[config.mk]
export PLATFORM = sky130hd
export DESIGN_NAME = tws_ctrl
export DESIGN_NICKNAME = d
export VERILOG_FILES = /design/src/rtl/core/tws_pkg.sv /design/src/rtl/core/tws_ctrl.sv
export SDC_FILE = /design/constraint.sdc
export NUM_CORES = 1
export LEC_CHECK = 0
export ABC_AREA = 1
export CAP_MARGIN = 10
export CORE_AREA = 2 2 39 41
export CTS_BUF_LIST = sky130_fd_sc_hd__clkbuf_4 sky130_fd_sc_hd__clkbuf_8
export CTS_CLUSTER_DIAMETER = 200
export DETAILED_ROUTE_END_ITERATION = 12
export DIE_AREA = 0 0 41 43
export DONT_BUFFER_PORTS = 1
export PLACE_DENSITY = 0.35
export SYNTH_ARGS = -nofsm -noshare
export SYNTH_HDL_FRONTEND = slang
export SYNTH_SLANG_ARGS = --single-unit
[constraint.sdc]
create_clock -name clk -period 1.7 [get_ports clk]
set_clock_uncertainty 0.05 [all_clocks]
set_input_delay 0 -clock clk [delete_from_list [all_inputs] [get_ports clk]]
set_output_delay 0 -clock clk [all_outputs]
set_load 0.02 [all_outputs]
[src/rtl/core/tws_pkg.sv]
// Package for the trie word store: item and result structs, command codes,
// control and status structs shared by the controller and datapath.
// No dependencies.
`default_nettype none

package tws_pkg;

	localparam int NODE_COUNT_DEF    = 1024;
	localparam int ALPHABET_SIZE_DEF = 26;
	localparam int LETTER_W          = 5;
	localparam int CMD_W             = 2;

	localparam logic [CMD_W-1:0] CMD_INSERT = 2'd0;
	localparam logic [CMD_W-1:0] CMD_WORD   = 2'd1;
	localparam logic [CMD_W-1:0] CMD_PREFIX = 2'd2;

	typedef struct packed {
		logic [CMD_W-1:0]    cmd;
		logic [LETTER_W-1:0] letter;
		logic                last_letter;
	} tws_item_t;

	typedef struct packed {
		logic found;
		logic pool_full;
	} tws_result_t;

	// Commands from the controller to the datapath.
	typedef struct packed {
		logic clear;
		logic issue;
		logic lookup;
	} tws_ctl_t;

	// Status from the datapath to the controller.
	typedef struct packed {
		logic clear_done;
	} tws_sts_t;

endpackage

`default_nettype wire

[src/rtl/core/tws_ctrl.sv]
// Controller for the trie word store: clearing pass, accept and lookup states.
// Depends on tws_pkg.
`default_nettype none

module tws_ctrl
	import tws_pkg::*;
(
	input  wire logic     clk,
	input  wire logic     arst_n,
	input  wire logic     start,
	output logic          busy,
	output tws_ctl_t      ctl,
	input  wire tws_sts_t sts
);

	typedef enum logic [2:0] {
		ST_CLEAR  = 3'b001,
		ST_IDLE   = 3'b010,
		ST_LOOKUP = 3'b100
	} tws_state_t;

	tws_state_t state_q, state_d;

	always_comb begin
		state_d = state_q;
		unique case (state_q)
			ST_CLEAR: begin
				if (sts.clear_done) state_d = ST_IDLE;
			end
			ST_IDLE: begin
				if (start) state_d = ST_LOOKUP;
			end
			ST_LOOKUP: begin
				state_d = ST_IDLE;
			end
			default: begin
				state_d = ST_CLEAR;
			end
		endcase
	end

	always_ff @(posedge clk or negedge arst_n) begin
		if (!arst_n) begin
			state_q <= ST_CLEAR;
		end else begin
			state_q <= state_d;
		end
	end

	assign busy       = (state_q != ST_IDLE);
	assign ctl.clear  = (state_q == ST_CLEAR);
	assign ctl.issue  = (state_q == ST_IDLE) && start;
	assign ctl.lookup = (state_q == ST_LOOKUP);

endmodule

`default_nettype wire

==> qor.yml, run 1 <==
detailed_routing:
  drt-wirelength-per-cell_microns: 7.10
  wl_microns: 348
  viasPerCell: 3.41
  num_vias: 167
  antenna_left: 0
  drc: 0
  first_iter_violations: 0
  drt_pre_antenna_iters: 1
die:
  ios: 8
  start_util_pct: 11.8
  num_rows: 14
  dieWidth_microns: 41
  die_h_microns: 43
  die-area_sq_um: 1760
  coreArea_sq_um: 1380
critical_path:
  cp-end-kind: "output port"
  r2r_end: "state_q[0]"
  cpPeakStageDelay_ps: 360
  path_buf_inv: 1
  critPathTopFamily: "simple AND/OR/NAND/NOR gates"
  crit_fanout: 4
  cp.required_ps: 1650
  startpoint_type: "flip-flop"
  reg2reg_depth: 4
  crit_slowest_cell: "dfrtp_1"
  arrival_ps: 1330
  worstReg2RegStart: "state_q[0]"
  critPathKind: "flip-flop to output port"
  path_cells: "inv_1 -> nor2_2 -> nand2_1 -> nor2_1"
  rrSetupSlack_ps: 610
clocking:
  clkSinkCount: 3
  ctsRootBufferMaster: "clkbuf_4"
  cts_tree: "built"
  clock_latency_ps: 230
  cts_max_path_buffers: 2
  cts-htree-levels: 1
  post_cts_buffers: 0
  clk_pin_slew_ps: 40
  cts_buffers: 3
layout:
  fin_nets: 38
  antenna_cells: 0
  regMostFlops: "state_q"
  area_growth_pct: 59.5
  final_cell_mix: "6 x inv_1, 6 x nand2_1, 4 x clkbuf_4, 4 x dlygate4sd3_1, 3 x nor2_1"
  final_cells: 49
  fin_util_pct: 18.9
  drive_above_1_share_pct: 21.2
  largest_reg_flops: 3
  largestRegisters: "state_q: 3 flops"
min_path:
  holdPathStages: 4
  min_from: "sts"
  holdCritPathClass: "input pin to flip-flop"
  hold_end: "state_q[0]"
sta:
  setup-tns-final_ps: 0
  final_max_slew_viol_count: 0
  maxSlewHeadroom_pct: 75.3
  post-route-period-util_pct: 81.3
  worst_pin_slew_ps: 370
  finalHoldViolations: 0
  rsz0062_at_grt: "no"
  setup_viol: 0
  fmax_mhz: 724
  hold_slack_ps: 414
  post-route-min-period_ps: 1380
pwr:
  switching_share_pct: 41.8
  internal_power_uw: 268
  power.switching_uw: 192
  power_frac_comb_pct: 39.6
  clockPowerShare_pct: 30.2
  pwr-share-seq_pct: 30.1
  leakage_uw: 0.000138
  vdd_ir_drop_max_mv: 0.506
  cellPowerDensity_nw_per_um2: 1760
synthesis:
  synth_nets: 28
  ys_types: 10
  syn_avg_cell_area_sq_um: 6.83
  postSynthCellCount: 24
  seq_area_frac_synth_pct: 46.6
  ys_seq_elements: 3
  netlist_area_sq_um: 164
  yosys_warnings: 0
place:
  io_buffers: 0
  place_inst: 41
  hpwl_microns: 276
  routabilityCongestion: 0.620
global_route:
  grt_usage_pct: 5.33
  grt_pass1_vias: 143
  overflow: 0
  antenna_found_initial: 0
  grt_max_degree: 6
  grt_pass1_wl_microns: 552
status:
  outcome: "finished, final reports clean"
flow_run:
  maxCapViolations: 0
power groups by stage:
stage	clock (uW)	sequential, uW	combinational, uW
floorplan	0	131	154
global placement	0	137	175
detailed placement	0	139	177
CTS	148	138	186
global route	157	142	211
finish	139	139	183
stage by stage:
step | setup WS [ps] | area (sq um) | total power, uW
final | 318 | 262 | 460
after global routing | 178 | 262 | 509
after CTS | 300 | 262 | 472
after detailed placement | 551 | 191 | 316
after global placement | 561 | 191 | 312
after floorplan | 642 | 164 | 285
cell families (layout without fill, tap and decap cells):
kind of cell	count (synthesis)	in the layout	synth area share [%]
AND/OR/NAND/NOR	13	13	33.6
AO/OA/AOI/OAI	2	2	6.10
buffers and inverters	6	15	13.7
flip-flops	3	3	46.6
synth_stat cells:
cell type,instances,share of area (%)
dfrtp_1,2,31
nand2_1,6,14
dfstp_2,1,16
nor3_1,1,3.1
nor2_1,3,6.9
a21oi_1,1,3.1
nand3_1,2,6.1
inv_1,6,14
nor2_2,1,3.8
o21ai_0,1,3.1
worst min-delay path, stage by stage:
cell	delay [ps]
dlygate4sd3_1	520
nor2_1	70
inv_1	50
nand2_1	40
area by class of cell:
cell class | instances | area (sq um)
tap | 16 | 20.0
timing repair buffer | 5 | 47.5
sequential | 3 | 76.3
multi-input combinational | 15 | 65.1
clock buffer | 4 | 30.0
inverter | 6 | 22.5
fill | 157 | 1120
timing repair:
action	4_1_cts	5_1_grt
hold buffers	4	0
hold endpoints to repair	6	0
resized for setup	0	0
worst max path at each step:
stage	cells past startpoint	end	slack, ps	startpoint
finish	4	ctl[1]	320	state_q[1]
CTS	4	ctl[1]	300	state_q[1]
floorplan	3	ctl[1]	640	state_q[2]
global placement	4	ctl[1]	560	state_q[1]
detailed placement	4	ctl[1]	550	state_q[1]
global route	4	ctl[1]	180	state_q[1]
routing by layer:
| metal | vias to the layer above | GRT usage, % | part of all wire [%] |
|---|---|---|---|
| met1 | 71 | 6.80 | 49 |
| met2 | 8 | 5.31 | 42 |
| met4 | 0 | 8.00 | 0 |
| met5 | - | 0 | 0 |
| li1 | 88 | - | - |
| met3 | 0 | 1.57 | 8.6 |
Power figures use the tool's default switching activity.
==> inputs of run 2 (changes only) <==
--- a/config.mk
+++ b/config.mk
@@ -5,7 +5,7 @@
 export SDC_FILE = /design/constraint.sdc
 export NUM_CORES = 1
 export LEC_CHECK = 0
-export ABC_AREA = 1
+export ABC_AREA = 0
 export CAP_MARGIN = 10
 export CORE_AREA = 2 2 39 41
 export CTS_BUF_LIST = sky130_fd_sc_hd__clkbuf_4 sky130_fd_sc_hd__clkbuf_8
@@ -13,7 +13,7 @@
 export DETAILED_ROUTE_END_ITERATION = 12
 export DIE_AREA = 0 0 41 43
 export DONT_BUFFER_PORTS = 1
-export PLACE_DENSITY = 0.35
+export PLACE_DENSITY = 0.34
 export SYNTH_ARGS = -nofsm -noshare
 export SYNTH_HDL_FRONTEND = slang
 export SYNTH_SLANG_ARGS = --single-unit
==> constraint.sdc (replaced) <==
create_clock -name clk -period 1.2 [get_ports clk]
set_clock_uncertainty 0.05 [all_clocks]
set_input_delay 0 -clock clk [delete_from_list [all_inputs] [get_ports clk]]
set_output_delay 0 -clock clk [all_outputs]
set_load 0.02 [all_outputs]
==> run 2 against run 1 <==
Net effect: the run now ends with setup timing left; register-to-register slack lost 640 ps; global-route usage up 1.8 points; clock power up 41%; non-clock buffer count up 8; hold slack got worse by 370 ps; first-iteration DRC count rose by 1; final area up 38%; sequential power is 35% higher; die area unchanged; sequential cell count is the same; via count grew 9.6%; critical path depth fell by 1; largest cell class is now non-clock buffers; highest routed layer unchanged.
==> qor.yml, run 2 <==
global_route:
  grt_max_degree: 6
  antenna_found_initial: 0
  overflow: 0
  grt_pass1_wl_microns: 745
  grt_usage_pct: 7.14
  grt_pass1_vias: 173
sta:
  fmax_mhz: 774
  maxSlewHeadroom_pct: 77.0
  worst_pin_slew_ps: 340
  post-route-min-period_ps: 1290
  setup_ws_ps: -92.2
  final_max_slew_viol_count: 0
  setup-tns-final_ps: -175
  finalHoldViolations: 0
  setup_viol: 4
  hold_slack_ps: 45.6
  rsz0062_at_grt: "yes"
  post-route-period-util_pct: 108
synthesis:
  synthTopCellsByArea: "dfrtp_1 33%, dfstp_2 17%, or3b_4 7.3%, nor4bb_1 6.5%, nor4b_1 5.7%"
  seq_area_frac_synth_pct: 49.6
  synthFlopType: "dfrtp_1"
  synth_area_leader_cell: "dfrtp_1"
  ys_seq_elements: 3
  ys_types: 12
  synthArstFlopShare_pct: 100
  postSynthCellCount: 15
  syn_avg_cell_area_sq_um: 10.3
  netlist_area_sq_um: 154
  synth_nets: 19
  yosysTopAreaCellShare_pct: 32.5
  synth_common_cells: "2 x dfrtp_1, 2 x inv_1, 2 x nor2_1"
  synth_edf_count: 0
  yosys_warnings: 0
clocking:
  clk_pin_slew_ps: 40
  cts_max_path_buffers: 2
  cts_buffers: 3
  ctsRootBufferMaster: "clkbuf_4"
  clock_latency_ps: 230
  clkSinkCount: 3
  cts_tree: "built"
  cts-htree-levels: 1
die:
  die_h_microns: 43
  ios: 8
  coreArea_sq_um: 1380
  start_util_pct: 11.1
  dieWidth_microns: 41
  num_rows: 14
  die-area_sq_um: 1760
critical_path:
  crit_slowest_cell: "or3b_4"
  worstReg2RegStart: "state_q[1]"
  path_cells: "or3b_4 -> nor2_4 -> buf_6"
  rrSetupSlack_ps: -30
  reg2reg_depth: 3
  arrival_ps: 1240
  cp.required_ps: 1150
  crit_fanout: 5
  cp-end-kind: "output port"
  cpPeakStageDelay_ps: 430
  critPathKind: "flip-flop to output port"
  r2r_end: "state_q[1]"
  startpoint_type: "flip-flop"
layout:
  fin_nets: 37
  final_cell_mix: "7 x buf_6, 4 x clkbuf_4, 3 x dlygate4sd3_1, 3 x buf_4, 2 x inv_1"
  area_growth_pct: 134
  fin_util_pct: 26.0
  largestRegisters: "state_q: 3 flops"
  regMostFlops: "state_q"
  drive_above_1_share_pct: 62.5
  layout_commonest_cell: "buf_6"
  final_cells: 48
  antenna_cells: 0
  largest_reg_flops: 3
detailed_routing:
  first_iter_violations: 1
  drt_pre_antenna_iters: 2
  antenna_left: 0
  drc: 0
  viasPerCell: 3.81
  wl_microns: 506
  drt-wirelength-per-cell_microns: 10.5
  num_vias: 183
min_path:
  holdCritPathClass: "input pin to flip-flop"
  hold_end: "state_q[0]"
  min_from: "sts"
  holdPathStages: 2
place:
  place_inst: 36
  routabilityCongestion: 0.664
  io_buffers: 0
  hpwl_microns: 302
status:
  violations: "setup timing"
  outcome: "complete, but fails checks"
pwr:
  leakage_uw: 0.000172
  vdd_ir_drop_max_mv: 0.697
  cellPowerDensity_nw_per_um2: 2270
flow_run:
  maxCapViolations: 0
run 2: worst max-delay path by stage:
stage / from / end / slack, ps / cells past startpoint
after floorplan: state_q[1] / ctl[1] / -5 / 2
after global placement: state_q[0] / state_q[1] / 70 / 2
after detailed placement: state_q[0] / state_q[1] / 40 / 2
after CTS: state_q[0] / ctl[1] / -120 / 3
after global routing: state_q[0] / ctl[1] / -140 / 3
final: state_q[0] / ctl[1] / -90 / 3
run 2: per-stage QoR:
step / instance area [sq um] / worst slack, ps / power, uW
after global placement: 216 / 70.3 / 435
after global routing: 360 / -139 / 875
after floorplan: 159 / -5.22 / 354
after detailed placement: 216 / 39.4 / 446
after CTS: 313 / -124 / 725
final: 360 / -92.2 / 820
run 2: logic make-up after synthesis:
family | after synthesis | synth area share (%)
compound gates | 1 | 3.25
xor+xnor | 1 | 5.69
buf+inv | 2 | 4.88
flops | 3 | 49.6
simple gates | 8 | 36.6
run 2: where the power goes:
group	switching [uW]	internal (uW)
Combinational	199	237
Sequential	34.6	154
Clock	48.6	147
Total	283	537
run 2: per-layer routing:
| metal | vias to the layer above | global-route usage, % | wire length (microns) |
|---|---|---|---|
| met4 | 0 | 2.00 | 0 |
| li1 | 87 | - | - |
| met1 | 86 | 7.10 | 204 |
| met5 | - | 0 | 0 |
| met3 | 0 | 8.90 | 83 |
| met2 | 10 | 9.06 | 218 |
run 2: cell type report:
class                   count  area (sq um)
clock buffers               4          30.0
fillers                   145          1020
inverters                   2          7.51
multi-input cells          10          93.8
flip-flops and latches      3          77.6
well taps                  16          20.0
repair buffers             13           131
run 2: critical path, delay by kind of cell, from the launching register on:
family                 cells  cell delay, ps
AND/OR/NAND/NOR            2             520
buffers and inverters      1             120
flip-flops                 1             370
run 2: timing repair:
item,CTS,global route
resized for setup,4,8
hold endpoints to repair,4,0
endpoints found under the setup margin,3,6
pin swaps,1,3
hold buffers,3,0
buffers inserted,3,2
==> inputs of run 3 (changes only) <==
--- a/config.mk
+++ b/config.mk
@@ -14,6 +14,7 @@
 export DIE_AREA = 0 0 41 43
 export DONT_BUFFER_PORTS = 1
 export PLACE_DENSITY = 0.34
+export SETUP_SLACK_MARGIN = 0.4
 export SYNTH_ARGS = -nofsm -noshare
 export SYNTH_HDL_FRONTEND = slang
 export SYNTH_SLANG_ARGS = --single-unit
==> run 3 against run 2 <==
Net effect: utilization decreased by 3.5 points; the run ends with hold timing, setup timing left; sequential cell count unchanged; highest routed layer unchanged; power fell by 7.9%; maximum frequency grew 2.9%; critical endpoint unchanged; count of clock-buffer cells in the layout unchanged; critical path depth down 1; via count shrank 16%.
==> qor.yml, run 3 (same netlist as run 2, synthesis figures left out) <==
die:
  coreArea_sq_um: 1380
  dieWidth_microns: 41
  start_util_pct: 11.1
  die-area_sq_um: 1760
  num_rows: 14
  ios: 8
  die_h_microns: 43
clocking:
  cts-htree-levels: 1
  holdBufCountCts: 2
  clock_latency_ps: 230
  clkSinkCount: 3
  clk_pin_slew_ps: 30
  cts_max_path_buffers: 2
  cts_buffers: 3
  ctsRootBufferMaster: "clkbuf_4"
  cts_tree: "built"
critical_path:
  cp-end-kind: "output port"
  reg2reg_depth: 3
  critPathTopFamily: "simple AND/OR/NAND/NOR gates"
  startpoint_type: "flip-flop"
  critPathKind: "flip-flop to output port"
  r2r_end: "state_q[1]"
  crit_fanout: 3
  cpPeakStageDelay_ps: 430
  cp.required_ps: 1150
  crit_slowest_cell: "or3b_4"
  rrSetupSlack_ps: -10
  path_buf_inv: 0
  path_cells: "or3b_4 -> nor2_4"
  critPathLaunch: "state_q[2]"
  worstReg2RegStart: "state_q[0]"
  arrival_ps: 1210
sta:
  setup-tns-final_ps: -105
  finalHoldViolations: 2
  worst_pin_slew_ps: 262
  post-route-period-util_pct: 105
  maxSlewHeadroom_pct: 82.3
  setup_ws_ps: -56.0
  rsz0062_at_grt: "yes"
  final_max_slew_viol_count: 0
  fmax_mhz: 796
  setup_viol: 3
  hold_slack_ps: -27.0
  post-route-min-period_ps: 1260
layout:
  regMostFlops: "state_q"
  antenna_cells: 0
  drive_above_1_share_pct: 66.7
  fin_area_sq_um: 312
  final_cells: 43
  layout_commonest_cell: "clkbuf_4"
  area_growth_pct: 102
  final_cell_mix: "4 x clkbuf_4, 3 x buf_4, 3 x buf_6"
  fin_nets: 32
  largestRegisters: "state_q: 3 flops"
  fillers: 159
  largest_reg_flops: 3
pwr:
  power.switching_uw: 262
  switching_share_pct: 34.8
  cellPowerDensity_nw_per_um2: 2420
  clockPowerShare_pct: 26.1
  vdd_ir_drop_max_mv: 0.557
  power_frac_comb_pct: 48.4
  internal_power_uw: 492
  leakage_uw: 0.000142
  pwr-share-seq_pct: 25.5
detailed_routing:
  drt_pre_antenna_iters: 1
  first_iter_violations: 0
  drt-wirelength-per-cell_microns: 9.05
  drc: 0
  wl_microns: 389
  num_vias: 153
  antenna_left: 0
  viasPerCell: 3.56
status:
  outcome: "complete, but fails checks"
  violations: "hold timing, setup timing"
global_route:
  antenna_found_initial: 0
  grt_usage_pct: 6.04
  grt_max_degree: 6
  grt_pass1_wl_microns: 621
  overflow: 0
  grt_pass1_vias: 162
flow_run:
  maxCapViolations: 0
place:
  place_inst: 35
  placed_cell_area_sq_um: 228
  routabilityCongestion: 0.601
  io_buffers: 0
  hpwl_microns: 315
min_path:
  holdCritPathClass: "input pin to async pin"
-- run 3: power groups by stage --
stage | clock, uW | sequential [uW] | combinational [uW]
after floorplan | 0 | 211 | 178
after global placement | 0 | 198 | 294
after global routing | 220 | 199 | 393
after detailed placement | 0 | 201 | 296
final | 197 | 193 | 365
after CTS | 209 | 194 | 371
-- run 3: final cells by class --
| class | count | area, sq um | share of cell area [%] |
|---|---|---|---|
| multi-input cells | 10 | 100 | 32.1 |
| flip-flops and latches | 3 | 77.6 | 24.9 |
| repair buffers | 8 | 76.3 | 24.5 |
| inverters | 2 | 7.51 | 2.41 |
| clock buffers | 4 | 30.0 | 9.64 |
| well taps | 16 | 20.0 | 6.43 |
-- run 3: repair_timing --
item,4_1_cts,5_1_grt
endpoints found under the setup margin,7,7
gates resized for setup,6,0
setup buffers,2,0
endpoints found under the hold margin,4,2
pin swaps,4,0
-- run 3: layer usage --
layer	routed length, microns	GRT usage (%)
met2	207	8.44
met5	0	0
met4	0	8.00
met1	158	3.90
met3	23	4.71
-- run 3: worst max path at each step --
| stage | to | slack [ps] | cells past startpoint |
|---|---|---|---|
| final | ctl[1] | -60 | 2 |
| after global routing | ctl[1] | -100 | 2 |
| after CTS | ctl[1] | -70 | 2 |
| after detailed placement | state_q[1] | 2 | 2 |
| after global placement | state_q[1] | 10 | 2 |
| after floorplan | state_q[1] | 60 | 2 |
-- run 3: stage by stage --
step	setup WS [ps]	hold slack [ps]	utilization (%)	power, uW
6_report	-56.0	-27.0	22.5	755
5_1_grt	-97.3	-30.4	22.5	812
4_1_cts	-72.3	-34.8	22.5	773
3_5_place_dp	1.76	-345	16.5	497
3_3_place_gp	11.5	-345	16.5	492
2_1_floorplan	61.8	-346	-	389
